### config.mk
export PLATFORM = sky130hd
export DESIGN_NAME = server_clock_offset_tracker
export DESIGN_NICKNAME = d
export VERILOG_FILES = /design/src/rtl/sco_pkg.sv /design/src/rtl/sco_cfg.sv /design/src/rtl/sco_core.sv /design/src/rtl/server_clock_offset_tracker.sv
export SDC_FILE = /design/constraint.sdc
export NUM_CORES = 1
export LEC_CHECK = 0
export BUFFER_PORTS_ARGS = -buffer_cell sky130_fd_sc_hd__buf_2
export CORE_UTILIZATION = 45
export CTS_CLUSTER_DIAMETER = 30
export DETAILED_ROUTE_END_ITERATION = 8
export PLACE_DENSITY_LB_ADDON = 0.25
export SLEW_MARGIN = 5
export SYNTH_ARGS = -nofsm -noshare
export SYNTH_HDL_FRONTEND = slang
export SYNTH_SLANG_ARGS = --single-unit
### constraint.sdc
create_clock -name clk -period 25.6 [get_ports clk]
set_input_delay 2.56 -clock clk [delete_from_list [all_inputs] [get_ports clk]]
set_output_delay 2.56 -clock clk [all_outputs]
set_load 0.005 [all_outputs]
### src/rtl/sco_pkg.sv
// Shared types and constants for the server clock offset tracker.
// No dependencies; every other file in rtl/ imports this package.
package sco_pkg;

  localparam int unsigned TIME_W   = 32;
  localparam int unsigned CFG_IDX_W = 3;
  localparam int unsigned CFG_DATA_W = 16;

  // Configuration register indexes.
  localparam logic [CFG_IDX_W-1:0] CFG_TIME_NUDGE    = 3'd0;
  localparam logic [CFG_IDX_W-1:0] CFG_NUDGE_LIMIT   = 3'd1;
  localparam logic [CFG_IDX_W-1:0] CFG_RESET_THRESH  = 3'd2;
  localparam logic [CFG_IDX_W-1:0] CFG_FAST_THRESH   = 3'd3;
  localparam logic [CFG_IDX_W-1:0] CFG_EXTRAP_MARGIN = 3'd4;
  localparam logic [CFG_IDX_W-1:0] CFG_SLOW_DRIFT_EN = 3'd5;

  // Reset values of the configuration registers.
  localparam logic signed [10:0] TIME_NUDGE_RST    = 11'sd0;
  localparam logic [9:0]         NUDGE_LIMIT_RST   = 10'd30;
  localparam logic [15:0]        RESET_THRESH_RST  = 16'd500;
  localparam logic [15:0]        FAST_THRESH_RST   = 16'd100;
  localparam logic [9:0]         EXTRAP_MARGIN_RST = 10'd5;
  localparam logic               SLOW_DRIFT_EN_RST = 1'b1;

  typedef enum logic [2:0] {
    ADJ_NONE      = 3'd0,
    ADJ_RESET     = 3'd1,
    ADJ_FAST      = 3'd2,
    ADJ_SLOW_BACK = 3'd3,
    ADJ_SLOW_FWD  = 3'd4,
    ADJ_FIRST     = 3'd5
  } adj_kind_t;

  typedef struct packed {
    logic signed [10:0] time_nudge;
    logic [9:0]         nudge_limit;
    logic [15:0]        reset_threshold;
    logic [15:0]        fast_threshold;
    logic [9:0]         extrapolate_margin;
    logic               slow_drift_enable;
  } cfg_t;

  typedef struct packed {
    logic signed [TIME_W-1:0] server_time_est;
    logic signed [TIME_W-1:0] offset_now;
    adj_kind_t                adjust_kind;
    logic                     locked;
    logic                     time_error;
  } result_t;

endpackage

### src/rtl/sco_cfg.sv
// Configuration register file of the offset tracker.
// Depends on sco_pkg for the register indexes, reset values and cfg_t.
module sco_cfg (
  input  logic                              clk,
  input  logic                              rst,
  input  logic                              cfg_wr_en,
  input  logic [sco_pkg::CFG_IDX_W-1:0]     cfg_index,
  input  logic [sco_pkg::CFG_DATA_W-1:0]    cfg_data,
  output sco_pkg::cfg_t                     cfg
);
  import sco_pkg::*;

  always_ff @(posedge clk) begin
    if (rst) begin
      cfg.time_nudge         <= TIME_NUDGE_RST;
      cfg.nudge_limit        <= NUDGE_LIMIT_RST;
      cfg.reset_threshold    <= RESET_THRESH_RST;
      cfg.fast_threshold     <= FAST_THRESH_RST;
      cfg.extrapolate_margin <= EXTRAP_MARGIN_RST;
      cfg.slow_drift_enable  <= SLOW_DRIFT_EN_RST;
    end else if (cfg_wr_en) begin
      case (cfg_index)
        CFG_TIME_NUDGE:    cfg.time_nudge         <= $signed(cfg_data[10:0]);
        CFG_NUDGE_LIMIT:   cfg.nudge_limit        <= cfg_data[9:0];
        CFG_RESET_THRESH:  cfg.reset_threshold    <= cfg_data;
        CFG_FAST_THRESH:   cfg.fast_threshold     <= cfg_data;
        CFG_EXTRAP_MARGIN: cfg.extrapolate_margin <= cfg_data[9:0];
        CFG_SLOW_DRIFT_EN: cfg.slow_drift_enable  <= cfg_data[0];
        default: ;
      endcase
    end
  end

endmodule

### src/rtl/sco_core.sv
// Tracking state and per-tick correction logic of the offset tracker.
// Depends on sco_pkg; the state advances only on a cycle where fire is high.
module sco_core (
  input  logic                              clk,
  input  logic                              rst,
  input  logic                              fire,
  input  logic signed [sco_pkg::TIME_W-1:0] local_t,
  input  logic signed [sco_pkg::TIME_W-1:0] snap_t,
  input  logic                              fresh,
  input  sco_pkg::cfg_t                     cfg,
  output sco_pkg::result_t                  res
);
  import sco_pkg::*;

  logic                     is_locked, is_locked_next;
  logic signed [TIME_W-1:0] offset, offset_next;
  logic signed [TIME_W-1:0] last_output_time, last_output_time_next;
  logic signed [TIME_W-1:0] last_snap_time, last_snap_time_next;
  logic                     extrapolated, extrapolated_next;

  logic signed [11:0]       nudge_wide;
  logic signed [11:0]       lim_pos;
  logic signed [11:0]       lim_neg;
  logic signed [11:0]       nudge_sat;
  logic signed [TIME_W-1:0] nudge32;

  logic signed [TIME_W-1:0] target;
  logic signed [TIME_W-1:0] off1;
  logic signed [TIME_W-1:0] lot1;
  logic signed [TIME_W-1:0] sum;
  logic signed [TIME_W-1:0] est_raw;
  logic signed [TIME_W-1:0] est_mono;
  logic signed [TIME_W-1:0] snap_margin;
  logic signed [TIME_W-1:0] gap;
  logic [TIME_W-1:0]        mag;
  logic                     fresh_locked;
  logic                     back_step;
  logic                     ext1;

  // Saturate the signed nudge to plus or minus the limit.
  always_comb begin
    nudge_wide = {cfg.time_nudge[10], cfg.time_nudge};
    lim_pos    = $signed({2'b00, cfg.nudge_limit});
    lim_neg    = -lim_pos;
    if (nudge_wide < lim_neg) begin
      nudge_sat = lim_neg;
    end else if (nudge_wide > lim_pos) begin
      nudge_sat = lim_pos;
    end else begin
      nudge_sat = nudge_wide;
    end
    nudge32 = {{(TIME_W-12){nudge_sat[11]}}, nudge_sat};
  end

  // On the first-lock tick the offset and output floor come from the snapshot.
  assign target       = snap_t - local_t;
  assign off1         = is_locked ? offset : target;
  assign lot1         = is_locked ? last_output_time : snap_t;
  assign fresh_locked = is_locked & fresh;
  assign back_step    = snap_t < last_snap_time;

  assign sum         = local_t + off1;
  assign est_raw     = sum - nudge32;
  assign est_mono    = (est_raw < lot1) ? lot1 : est_raw;
  assign snap_margin = snap_t - $signed({22'd0, cfg.extrapolate_margin});
  assign ext1        = extrapolated | ~(sum < snap_margin);
  assign gap         = target - off1;
  assign mag         = gap[TIME_W-1] ? 32'(-gap) : 32'(gap);

  always_comb begin
    is_locked_next        = is_locked;
    offset_next           = offset;
    last_output_time_next = last_output_time;
    last_snap_time_next   = last_snap_time;
    extrapolated_next     = extrapolated;

    res.server_time_est = '0;
    res.offset_now      = offset;
    res.adjust_kind     = ADJ_NONE;
    res.locked          = 1'b0;
    res.time_error      = 1'b0;

    if (is_locked || fresh) begin
      is_locked_next        = 1'b1;
      offset_next           = off1;
      last_output_time_next = lot1;
      res.adjust_kind       = is_locked ? ADJ_NONE : ADJ_FIRST;
      res.locked            = 1'b1;
      if (back_step) begin
        res.time_error      = 1'b1;
        res.server_time_est = lot1;
      end else begin
        last_snap_time_next   = snap_t;
        last_output_time_next = est_mono;
        res.server_time_est   = est_mono;
        extrapolated_next     = ext1;
        if (fresh_locked) begin
          if (mag > {16'd0, cfg.reset_threshold}) begin
            offset_next           = target;
            last_output_time_next = snap_t;
            res.server_time_est   = snap_t;
            res.adjust_kind       = ADJ_RESET;
          end else if (mag > {16'd0, cfg.fast_threshold}) begin
            offset_next     = off1 + (gap >>> 1);
            res.adjust_kind = ADJ_FAST;
          end else if (cfg.slow_drift_enable) begin
            if (ext1) begin
              extrapolated_next = 1'b0;
              offset_next       = off1 - 32'sd2;
              res.adjust_kind   = ADJ_SLOW_BACK;
            end else begin
              offset_next     = off1 + 32'sd1;
              res.adjust_kind = ADJ_SLOW_FWD;
            end
          end
        end
      end
      res.offset_now = offset_next;
    end
  end

  always_ff @(posedge clk) begin
    if (rst) begin
      is_locked        <= 1'b0;
      offset           <= '0;
      last_output_time <= '0;
      last_snap_time   <= '0;
      extrapolated     <= 1'b0;
    end else if (fire) begin
      is_locked        <= is_locked_next;
      offset           <= offset_next;
      last_output_time <= last_output_time_next;
      last_snap_time   <= last_snap_time_next;
      extrapolated     <= extrapolated_next;
    end
  end

endmodule

### src/rtl/server_clock_offset_tracker.sv
// Server clock offset tracker, top level: input register, core, result register.
// An input transfer is held in the input register, then moves into the result register
// when that is empty or being drained; throughput 1 tick per cycle while out_ready is high,
// set by the update of the offset state between the two registers. Synchronous active-high reset clears the
// tracking state and both registers' valid flags, and loads the configuration defaults.
// Depends on sco_pkg, sco_cfg and sco_core.
module server_clock_offset_tracker (
  input  logic                              clk,
  input  logic                              rst,
  input  logic                              cfg_wr_en,
  input  logic [sco_pkg::CFG_IDX_W-1:0]     cfg_index,
  input  logic [sco_pkg::CFG_DATA_W-1:0]    cfg_data,
  input  logic                              in_valid,
  output logic                              in_ready,
  input  logic signed [sco_pkg::TIME_W-1:0] local_time,
  input  logic signed [sco_pkg::TIME_W-1:0] snap_time,
  input  logic                              new_snapshot,
  output logic                              out_valid,
  input  logic                              out_ready,
  output logic signed [sco_pkg::TIME_W-1:0] server_time_est,
  output logic signed [sco_pkg::TIME_W-1:0] offset_now,
  output logic [2:0]                        adjust_kind,
  output logic                              locked,
  output logic                              time_error
);
  import sco_pkg::*;

  cfg_t                     cfg;
  result_t                  res;
  result_t                  res_q;
  logic                     in_full;
  logic signed [TIME_W-1:0] local_q;
  logic signed [TIME_W-1:0] snap_q;
  logic                     fresh_q;
  logic                     fire;

  // A held item moves on whenever the result register is empty or being drained.
  assign fire     = in_full & (~out_valid | out_ready);
  assign in_ready = ~in_full | fire;

  sco_cfg u_cfg (
    .clk       (clk),
    .rst       (rst),
    .cfg_wr_en (cfg_wr_en),
    .cfg_index (cfg_index),
    .cfg_data  (cfg_data),
    .cfg       (cfg)
  );

  sco_core u_core (
    .clk     (clk),
    .rst     (rst),
    .fire    (fire),
    .local_t (local_q),
    .snap_t  (snap_q),
    .fresh   (fresh_q),
    .cfg     (cfg),
    .res     (res)
  );

  always_ff @(posedge clk) begin
    if (rst) begin
      in_full <= 1'b0;
    end else if (in_ready) begin
      in_full <= in_valid;
    end
  end

  always_ff @(posedge clk) begin
    if (in_valid && in_ready) begin
      local_q <= local_time;
      snap_q  <= snap_time;
      fresh_q <= new_snapshot;
    end
  end

  always_ff @(posedge clk) begin
    if (rst) begin
      out_valid <= 1'b0;
    end else if (fire) begin
      out_valid <= 1'b1;
    end else if (out_ready) begin
      out_valid <= 1'b0;
    end
  end

  always_ff @(posedge clk) begin
    if (fire) begin
      res_q <= res;
    end
  end

  assign server_time_est = res_q.server_time_est;
  assign offset_now      = res_q.offset_now;
  assign adjust_kind     = res_q.adjust_kind;
  assign locked          = res_q.locked;
  assign time_error      = res_q.time_error;

endmodule

**Word level (Yosys, flattened, before mapping)**

Cells that the tools add are included.

- Memory bits (read-only): 0
- Register bits after elaboration: 298
- RAM bits: 0
- Memories: 0
- Bits in latches: 0
- Output and inout bits: 71

- Multiplexer cells: 30
- Reductions and logical operators: 12
- Eq/ne operators: 5
- Add/sub/neg operators: 10
- $mul: 0
- Divide/modulo/power cells: 0
- Shift-type cells: 0
- $lt $le $gt $ge: 7
- Bitwise logic cells: 9

Operators with widths:

| operator | number |
|---|---|
| 2-to-1 mux 32 bit | 13 |
| less-than comparator 32 bit | 3 |
| greater-than comparator 32 x 16 -> 1 bit | 2 |
| subtractor 32 bit | 2 |
| 2-to-1 mux 37 bit | 1 |
| adder 32 x 2 -> 32 bit (second input constant) | 1 |
| adder 32 x 31 -> 32 bit | 1 |
| adder 32 bit | 1 |
| negator 32 bit | 1 |
| subtractor 32 x 11 -> 32 bit | 1 |
| subtractor 32 x 12 -> 32 bit | 1 |
| subtractor 32 x 3 -> 32 bit (second input constant) | 1 |
| 2-to-1 mux 12 bit | 2 |
| 2-to-1 mux 3 bit | 7 |
| AND reduction 2 bit | 7 |
| less-than comparator 11 x 12 -> 1 bit | 1 |
| negator 10 -> 12 bit | 1 |
| greater-than comparator 11 bit | 1 |
| 2-to-1 mux 1 bit | 7 |
| equality test 3 x 2 -> 1 bit (second input constant) | 2 |
| equality test 3 bit (second input constant) | 2 |
| inverter 1 bit | 4 |
| equality test 3 x 1 -> 1 bit (second input constant) | 1 |
| zero test 3 bit | 1 |
| 6 further kinds | 9 |

**Logic depth before layout (Yosys ltp)**

Gate-level depths: netlist of run 1.

- Depth in word-level cells: 13
- Mapped depth: 48

**Modules after synthesis**

A second synthesis of run 1 with hierarchy kept.

- Cell total of the unflattened synthesis: 3440
- Area total of the unflattened synthesis: 28419.8 um^2

By module, submodules not included:

| module | area each (um^2) | sequential area each (um^2) | cells an instance | times used |
|---|---|---|---|---|
| sco_core | 21708.3 | 1961.9 | 3054 | 1 |
| server_clock_offset_tracker | 4127.7 | 4063.9 | 144 | 1 |
| sco_cfg | 2583.7 | 1281.2 | 242 | 1 |

**Worst setup path after synthesis of run 1**

OpenSTA, ideal clock, no wires.

- Kind: register -> register
- Start point: reg snap_q[0]
- End point: reg res_q, in the netlist server_time_est[0], data pin
- Path slack: 16.508 ns
- Arrival: 8.827 ns
- Path buffers: 1
- Stages on the path, launching flop included: 45
- Path through: edfxtp_1 -> inv_1 -> ha_1 -> inv_1 -> fa_1 -> a211o_1 -> a211o_1 -> a2111oi_0 -> or3_1 -> xnor2_1 -> mux2i_1 -> inv_1 -> ha_1 -> a21o_1 -> a21oi_1 -> a21oi_1 -> nor3_1 -> o21ai_0 -> (+9 left out) -> a21oi_1 -> nor2b_1 -> o21ai_0 -> nand2b_1 -> a221o_1 -> xor2_1 -> xnor2_1 -> inv_1 -> ha_1 -> nand4_1 -> or4_1 -> a21oi_1 -> nor3_1 -> nor3_1 -> clkbuf_1 -> nor3_1 -> a211oi_1 -> nor2_1

- Cells in the longest elaborated chain, start to end: 9
- Elaborated cells between the ends (all ways): 15
- Classes of those cells: 5 x add/sub; 3 x order compare; 7 x mux

RTL lines:

| element | line | source |
|---|---|---|
| start, declared | server_clock_offset_tracker.sv:33 | `logic signed [TIME_W-1:0] snap_q;` |
| start signal, assigned | server_clock_offset_tracker.sv:72 | `snap_q <= snap_time;` |
| subtractor 32 bit | sco_core.sv:56 | `assign target = snap_t - local_t;` |
| 2-to-1 mux 32 bit | sco_core.sv:57 | `assign off1 = is_locked ? offset : target;` |
| adder 32 bit or subtractor 32 bit (tied branches) | sco_core.sv:62, sco_core.sv:67 |  |
| subtractor 32 x 12 -> 32 bit or negator 32 bit (tied branches) | sco_core.sv:63, sco_core.sv:68 |  |
| less-than comparator 32 bit or 2-to-1 mux 32 bit (tied branches) | sco_core.sv:64, sco_core.sv:68 |  |
| 2-to-1 mux 32 bit or greater-than comparator 32 x 16 -> 1 bit (tied branches) | sco_core.sv:64, sco_core.sv:98 |  |
| 2-to-1 mux 32 bit | sco_core.sv:98 | `if (mag > {16'd0, cfg.reset_threshold}) begin` |
| 2-to-1 mux 32 bit | sco_core.sv:97 | `if (fresh_locked) begin` |
| 2-to-1 mux 32 bit * | sco_core.sv:89 | `if (back_step) begin` |
| end signal, assigned | server_clock_offset_tracker.sv:89 | `res_q <= res;` |
| end, declared | server_clock_offset_tracker.sv:30 | `result_t res_q;` |

Every way passes the cells marked *; elsewhere a longest branch is shown, timed or not.
A chain may end at the register's enable or synchronous reset.

**Final worst setup path of run 1**

- Start point: reg snap_q[8]
- End point: reg res_q, in the netlist server_time_est[9], data pin

Same word-level chain as after synthesis.

==> reports/qor.yml, run 1 <==
fillers: 5821
r2r_setup_slack_ps: 13770
synthSimpleGateAreaFrac_pct: 19.6
wire_per_inst_um: 20.1
slew_violations: 0
wirelength_um: 89400
holdBufCountCts: 0
synthXorXnorAreaFrac_pct: 6.13
synth_mux_area_share_pct: 4.89
synthCells: 3407
switching_share_pct: 45.1
start_kind: "flop"
drc: 0
worstPathArrival_ps: 12210
ant_nets: 0
ys_ff_latch: 298
drt_iter0_drc: 2947
pwr_density_cell_nw_per_um2: 125
die_w_um: 251
worstHoldStart: "u_cfg.cfg[15]$_SDFFE_PP0P_"
insertion_delay_ps: 610
vias: 26300
clock_power_share_pct: 25.5
endpoint_kind: "flop"
setup_viol: 0
p_seq_share_pct: 14.7
cts-resized-gates: 0
fin_crit_sh_pct: 46.2
die_h_um: 251
synth_top_family_by_area: "compound AO/OA/AOI/OAI gates"
async_reset_ff_share_pct: 0
area_delta_synth_final_pct: 15.6
die_area_sq_um: 63200
clock_sinks: 298
place_ws_ps: 13950
row_count: 91
path_class: "flop to flop"
hold_viol_final: 0
syn_area_sq_um: 28000
hold_path_depth: 2
place_congestion: 0.978
cts_tree: "done"
finalSetupTns_ps: 0
path_delay_family: "compound AO/OA/AOI/OAI gates"
ys.flop_type: "dfxtp_1"
drive_gt1_share_pct: 11.8
post_cts_buffers: 0
grt_max_degree: 86
firstDrtPassIters: 6
cts_buffer_depth: 3
avgSynthCellArea_sq_um: 8.21
regArea_sq_um: 7310
clk_pin_slew_ps: 50
fin_cells: 4446
synth_edf_count: 134
crit_fanout: 28
setup_slack_ps: 13770
io_buffers: 159
slowest_stage: "and2_0"
r2r_cells: 41
initial_core_util_pct: 45.4
path_buf_inv: 4
irDropWorstVdd_mv: 0.0744
io_pins: 160
worst_pin_slew_ps: 1140
final_nets: 3958
track_usage_pct: 27.9
maxCapViolCount: 0
overflow: 0
antenna_found_initial: 1
grt_pass1_vias: 24900
place.detailed.hpwl_um: 68100
power_mw: 4.04
synthAdderAreaFrac_pct: 14.7
pwr-share-comb_pct: 59.8
synthDistinctLibCells: 103
r2r_end: "server_time_est[9]$_SDFFCE_PP0P_"
holdPathEnd: "u_cfg.cfg[15]$_SDFFE_PP0P_"
required_ps: 25970
clockRootBuffer: "clkbuf_16"
grt_pass1_wl_um: 138000
yosysWarnings: 0
slew_headroom_pct: 23.0
seq_area_frac_synth_pct: 26.1
min_period_ps: 11830
multi_input_area_sq_um: 19200
placed_cells: 4301
vias_per_cell: 5.92
htreeDepth: 3
cts_inserted_buffers: 77
internal-power_mw: 2.22
outcome: "finished, final reports clean"
clock_skew_ps: 29.9
holdCritPathClass: "flop to flop"
p_sw_mw: 1.82
synth_compound_area_share_pct: 23.1
synthesis.nets: 3822
fmax_mhz: 84.5
core_area_sq_um: 61600
r2r-start: "snap_q[8]$_DFFE_PP_"
leakage_nw: 13.4
rsz0062_at_grt: "false"
critPathMaxStageDelay_ps: 670
[layer usage]
metal / GRT usage [%] / wire length [um] / vias to the layer above
met5: 0 / 0 / -
met4: 11.0 / 3210 / 0
met3: 4.04 / 6430 / 188
met1: 38.1 / 40500 / 12300
li1: - / - / 12800
met2: 44.1 / 39300 / 1027
[power groups by stage]
stage / sequential [mW] / clock, mW / combinational (mW)
finish: 0.593 / 1.03 / 2.42
floorplan: 0.585 / 0 / 1.79
global placement: 0.600 / 0 / 2.35
global route: 0.596 / 1.06 / 2.68
detailed placement: 0.599 / 0 / 2.35
CTS: 0.592 / 1.04 / 2.37
[flip-flops by register name, summed over array words and instances, names as in the netlist, 3 cells and up]
signal                   count
u_core.last_output_time     32
u_core.last_snap_time       32
local_q                     32
u_core.offset               32
offset_now                  32
snap_q                      32
adjust_kind                  3
server_time_est             32
u_cfg.cfg                   64
[metrics by stage]
stage               utilization, %  hold slack [ps]  cell area [sq um]
CTS                           52.5              454              32300
detailed placement            48.0              448              29600
global placement              48.0              443              29600
finish                        52.5              452              32300
global route                  52.5              470              32300
floorplan                        -              432              28000
[cells in the mapped netlist, types with 29 or more instances]
cell type / number / area share (%)
o21a_1: 60 / 1.6
nor3_1: 101 / 1.8
mux2_2: 29 / 1.2
nor2b_1: 38 / 0.85
a211oi_1: 56 / 1.5
o21ai_0: 152 / 2.7
xnor2_1: 146 / 4.6
a21oi_1: 269 / 4.8
nand4_1: 55 / 1.2
inv_1: 250 / 3.4
nand2_1: 285 / 3.8
nand2b_1: 47 / 1.1
a221oi_1: 38 / 1.2
ha_1: 320 / 14
mux2i_1: 101 / 3.6
nand3_1: 75 / 1.3
and3_1: 30 / 0.67
dfxtp_1: 164 / 12
edfxtp_1: 134 / 14
a21o_1: 86 / 2.3
and2_1: 36 / 0.81
xor2_1: 48 / 1.5
nor2_1: 291 / 3.9
clkbuf_1: 117 / 1.6
[worst min-delay path: cells and delay by family, from the launching register on]
family	cells	cell delay, ps
simple gates	1	50
compound gates	1	50
flops	1	300
[final cells by class]
type | instances | area share [%]
Tap cell | 837 | 3.24
Clock buffer | 92 | 6.45
Clock inverter | 52 | 2.12
Timing Repair Buffer | 193 | 3.26
Antenna cell | 1 | 0.00774
Inverter | 253 | 2.94
Multi-Input combinational cell | 2720 | 59.4
Sequential cell | 298 | 22.6
[layout by cell type (no fill, tap or decap), types with 24 or more instances in the layout]
master	instances
a31oi_1	28
o21ai_0	152
a21o_1	86
and3_1	29
nand4_1	55
nor2b_1	38
a211oi_1	56
nand3_1	75
mux2i_1	100
buf_2	158
edfxtp_1	134
clkbuf_16	80
or3_1	27
mux2_2	29
nor3_1	100
o211ai_1	28
xnor2_1	146
nand2b_1	47
nor2_1	287
a221oi_1	38
inv_1	250
buf_4	35
dfxtp_1	163
nand2_1	285
a21oi_1	269
and2_1	34
o21a_1	60
ha_1	320
a22o_1	24
xor2_1	48
[logic make-up after synthesis]
| family | after synthesis |
|---|---|
| buffers and inverters | 389 |
| flip-flops | 298 |
| adder cells (fa/ha/maj) | 326 |
| multiplexers | 132 |
| XOR/XNOR | 195 |
| AO/OA/AOI/OAI | 963 |
| AND/OR/NAND/NOR | 1104 |
[worst max path at each step]
stage                              start                                        to  slack, ps  depth (start not counted)
global route        snap_q[10]$_DFFE_PP_  u_core.last_output_time[27]$_SDFFE_PP0P_      12980                         41
CTS                  snap_q[8]$_DFFE_PP_         server_time_est[15]$_SDFFCE_PP0P_      13890                         41
finish               snap_q[8]$_DFFE_PP_          server_time_est[9]$_SDFFCE_PP0P_      13770                         41
global placement     snap_q[0]$_DFFE_PP_          server_time_est[9]$_SDFFCE_PP0P_      14200                         44
detailed placement   snap_q[0]$_DFFE_PP_          server_time_est[9]$_SDFFCE_PP0P_      13950                         44
floorplan            snap_q[0]$_DFFE_PP_          server_time_est[0]$_SDFFCE_PP0P_      16510                         44
No activity file was read; power rests on OpenSTA's default activity.
==> run 2, diff against run 1 <==
--- a/config.mk
+++ b/config.mk
@@ -5,6 +5,7 @@
 export SDC_FILE = /design/constraint.sdc
 export NUM_CORES = 1
 export LEC_CHECK = 0
+export ABC_AREA = 1
 export BUFFER_PORTS_ARGS = -buffer_cell sky130_fd_sc_hd__buf_2
 export CORE_UTILIZATION = 45
 export CTS_CLUSTER_DIAMETER = 30
==> constraint.sdc (replaced) <==
create_clock -name clk -period 12.05 [get_ports clk]
set_input_delay 1.205 -clock clk [delete_from_list [all_inputs] [get_ports clk]]
set_output_delay 1.205 -clock clk [all_outputs]
set_load 0.005 [all_outputs]
==> run 2 against run 1 <==
- clock power up 140%
- area after synthesis grew 11%
- first-iteration DRC count increased by 4.3%
- sequential power rose by 110%
- combinational power grew 110%
- core utilization grew 0.19 points
- critical path type unchanged
==> reports/qor.yml, run 2 <==
avgSynthCellArea_sq_um: 6.30
ys.flop_type: "dfxtp_1"
endpoint_kind: "flop"
wire_per_inst_um: 19.8
crit_fanout: 22
finalSetupTns_ps: 0
r2r_cells: 40
p_seq_share_pct: 13.8
antenna_found_initial: 1
firstDrtPassIters: 8
required_ps: 12490
post_cts_buffers: 0
synth_area_leaders: "nand2_1 (17%), edfxtp_1 (13%), ha_1 (13%)"
synth_top_area_share_pct: 17.1
r2r_end: "server_time_est[7]$_SDFFCE_PP0P_"
async_reset_ff_share_pct: 0
fin_crit_sh_pct: 79.4
io_buffers: 159
htreeDepth: 3
yosysTopAreaCell: "nand2_1"
clock_skew_ps: 45.4
clockRootBuffer: "clkbuf_16"
fin_area_sq_um: 35700
slew_headroom_pct: 27.7
insertion_delay_ps: 630
clock_sinks: 298
holdCritPathClass: "flop to flop"
antenna_cells: 0
synthesis.nets: 5337
worstHoldStart: "u_cfg.cfg[25]$_SDFFE_PP0P_"
vias_per_cell: 5.62
track_usage_pct: 33.5
pwr_density_cell_nw_per_um2: 248
wirelength_um: 119000
cts_inserted_buffers: 85
place_congestion: 1.04
path_class: "flop to flop"
synthTopCellsByCount: "nand2_1 (1,411), inv_1 (747), a21oi_1 (424)"
clock_power_share_pct: 27.6
synthDistinctLibCells: 55
synth_edf_count: 134
switching_share_pct: 48.3
yosysWarnings: 0
leakage_nw: 18.0
drt_iter0_drc: 3074
area_delta_synth_final_pct: 15.1
worstPathArrival_ps: 10010
grt_pass1_wl_um: 181000
outcome: "finished, final reports clean"
p_sw_mw: 4.28
die_h_um: 265
syn_area_sq_um: 31000
fmax_mhz: 105
synth_most_common_cell: "nand2_1"
dpl_cell_area_sq_um: 32600
cts_tree: "done"
start_kind: "flop"
hold_viol_final: 0
die_area_sq_um: 70000
ant_nets: 0
die_w_um: 265
cts-resized-gates: 0
hold_path_depth: 2
final_common_cell: "nand2_1"
row_count: 95
seq_area_frac_synth_pct: 23.6
synthCells: 4922
regArea_sq_um: 7310
setup_viol: 0
slowest_stage: "inv_1"
critPathMaxStageDelay_ps: 650
internal-power_mw: 4.57
slew_violations: 0
holdPathEnd: "u_cfg.cfg[25]$_SDFFE_PP0P_"
r2r-start: "snap_q[0]$_DFFE_PP_"
core_area_sq_um: 67800
irDropWorstVdd_mv: 0.287
final_nets: 5483
holdBufCountCts: 0
min_period_ps: 9570
grt_pass1_vias: 31700
io_pins: 160
drc: 0
overflow: 0
vias: 33800
rsz0062_at_grt: "false"
ys_ff_latch: 298
drive_gt1_share_pct: 8.37
worst_pin_slew_ps: 1080
largest-register: "u_cfg.cfg"
place.detailed.hpwl_um: 92200
clk_pin_slew_ps: 40
multi_input_area_sq_um: 20300
grt_max_degree: 80
largest_register_ffs: 64
r2r_setup_slack_ps: 2480
fillers: 6931
pwr-share-comb_pct: 58.5
initial_core_util_pct: 45.8
layout_common_cells: "nand2_1 (1,410), inv_1 (744), a21oi_1 (424), nand3_1 (409), nor2_1 (337)"
maxCapViolCount: 0
cts_buffer_depth: 3
## run 2: changes by cell type in the layout (fill, tap and decap cells not counted), moves of 82 or more
cell,before,now
inv_1,250,744
xnor2_1,146,38
mux2i_1,100,0
xor2_1,48,130
o21ai_0,152,265
nand3_1,75,409
nand2_1,285,1410
a21oi_1,269,424
## run 2: routing by layer
metal	vias up	wire [um]	track usage [%]
met5	-	0	0
met4	0	6430	16.9
met3	326	9800	4.99
met2	1520	54200	55.2
met1	15600	48800	42.4
li1	16400	-	-
## run 2: how the worst max path moves through the flow
stage	startpoint	endpoint	cells past startpoint
final	snap_q[0]$_DFFE_PP_	server_time_est[7]$_SDFFCE_PP0P_	40
after global routing	snap_q[0]$_DFFE_PP_	server_time_est[15]$_SDFFCE_PP0P_	40
after CTS	snap_q[0]$_DFFE_PP_	server_time_est[7]$_SDFFCE_PP0P_	40
after detailed placement	snap_q[0]$_DFFE_PP_	server_time_est[16]$_SDFFCE_PP0P_	40
after global placement	snap_q[0]$_DFFE_PP_	server_time_est[15]$_SDFFCE_PP0P_	40
after floorplan	snap_q[0]$_DFFE_PP_	server_time_est[3]$_SDFFCE_PP0P_	42
## run 2: cells by family (layout without fill, tap and decap cells)
kind of cell | count (synthesis) | count (layout) | synth area share, %
buf+inv | 901 | 1118 | 11.2
simple gates | 2384 | 2384 | 32.5
fa+ha+maj | 326 | 326 | 13.3
xor+xnor | 168 | 168 | 4.74
flops | 298 | 298 | 23.6
compound gates | 845 | 845 | 14.7
## run 2: power by group through the flow
stage / Combinational [mW] / Sequential [mW] / Clock [mW]
finish: 5.18 / 1.22 / 2.45
global route: 5.80 / 1.23 / 2.52
CTS: 5.09 / 1.22 / 2.46
detailed placement: 5.06 / 1.24 / 0
global placement: 5.02 / 1.24 / 0
floorplan: 3.70 / 1.21 / 0
## run 2: metrics by stage
stage          hold slack (ps)  util, %  power [mW]  worst slack, ps  cells
3_3_place_gp               447     48.1        6.26             2730   5854
2_1_floorplan              433        -        4.91             4460   4922
6_report                   454     52.7        8.85             2480   6012
5_1_grt                    477     52.7        9.54             1530   6012
3_5_place_dp               450     48.1        6.29             2590   5854
4_1_cts                    457     52.7        8.77             2510   6012
## run 2: area by class of cell
class	instances	share of cell area (%)
Multi-Input combinational cell	3723	56.8
Clock buffer	109	6.64
Inverter	771	8.11
Timing Repair Buffer	189	2.86
Sequential cell	298	20.5
Tap cell	873	3.06
Clock inverter	49	2.07
## run 2: worst max-delay path: cells and delay by family, from the launching register on
family	cells	cell delay, ps
buffers and inverters	5	1230
AND/OR/NAND/NOR	13	1280
XOR/XNOR	3	710
flip-flops	1	390
adder cells (fa/ha/maj)	5	1750
AO/OA/AOI/OAI	14	4010
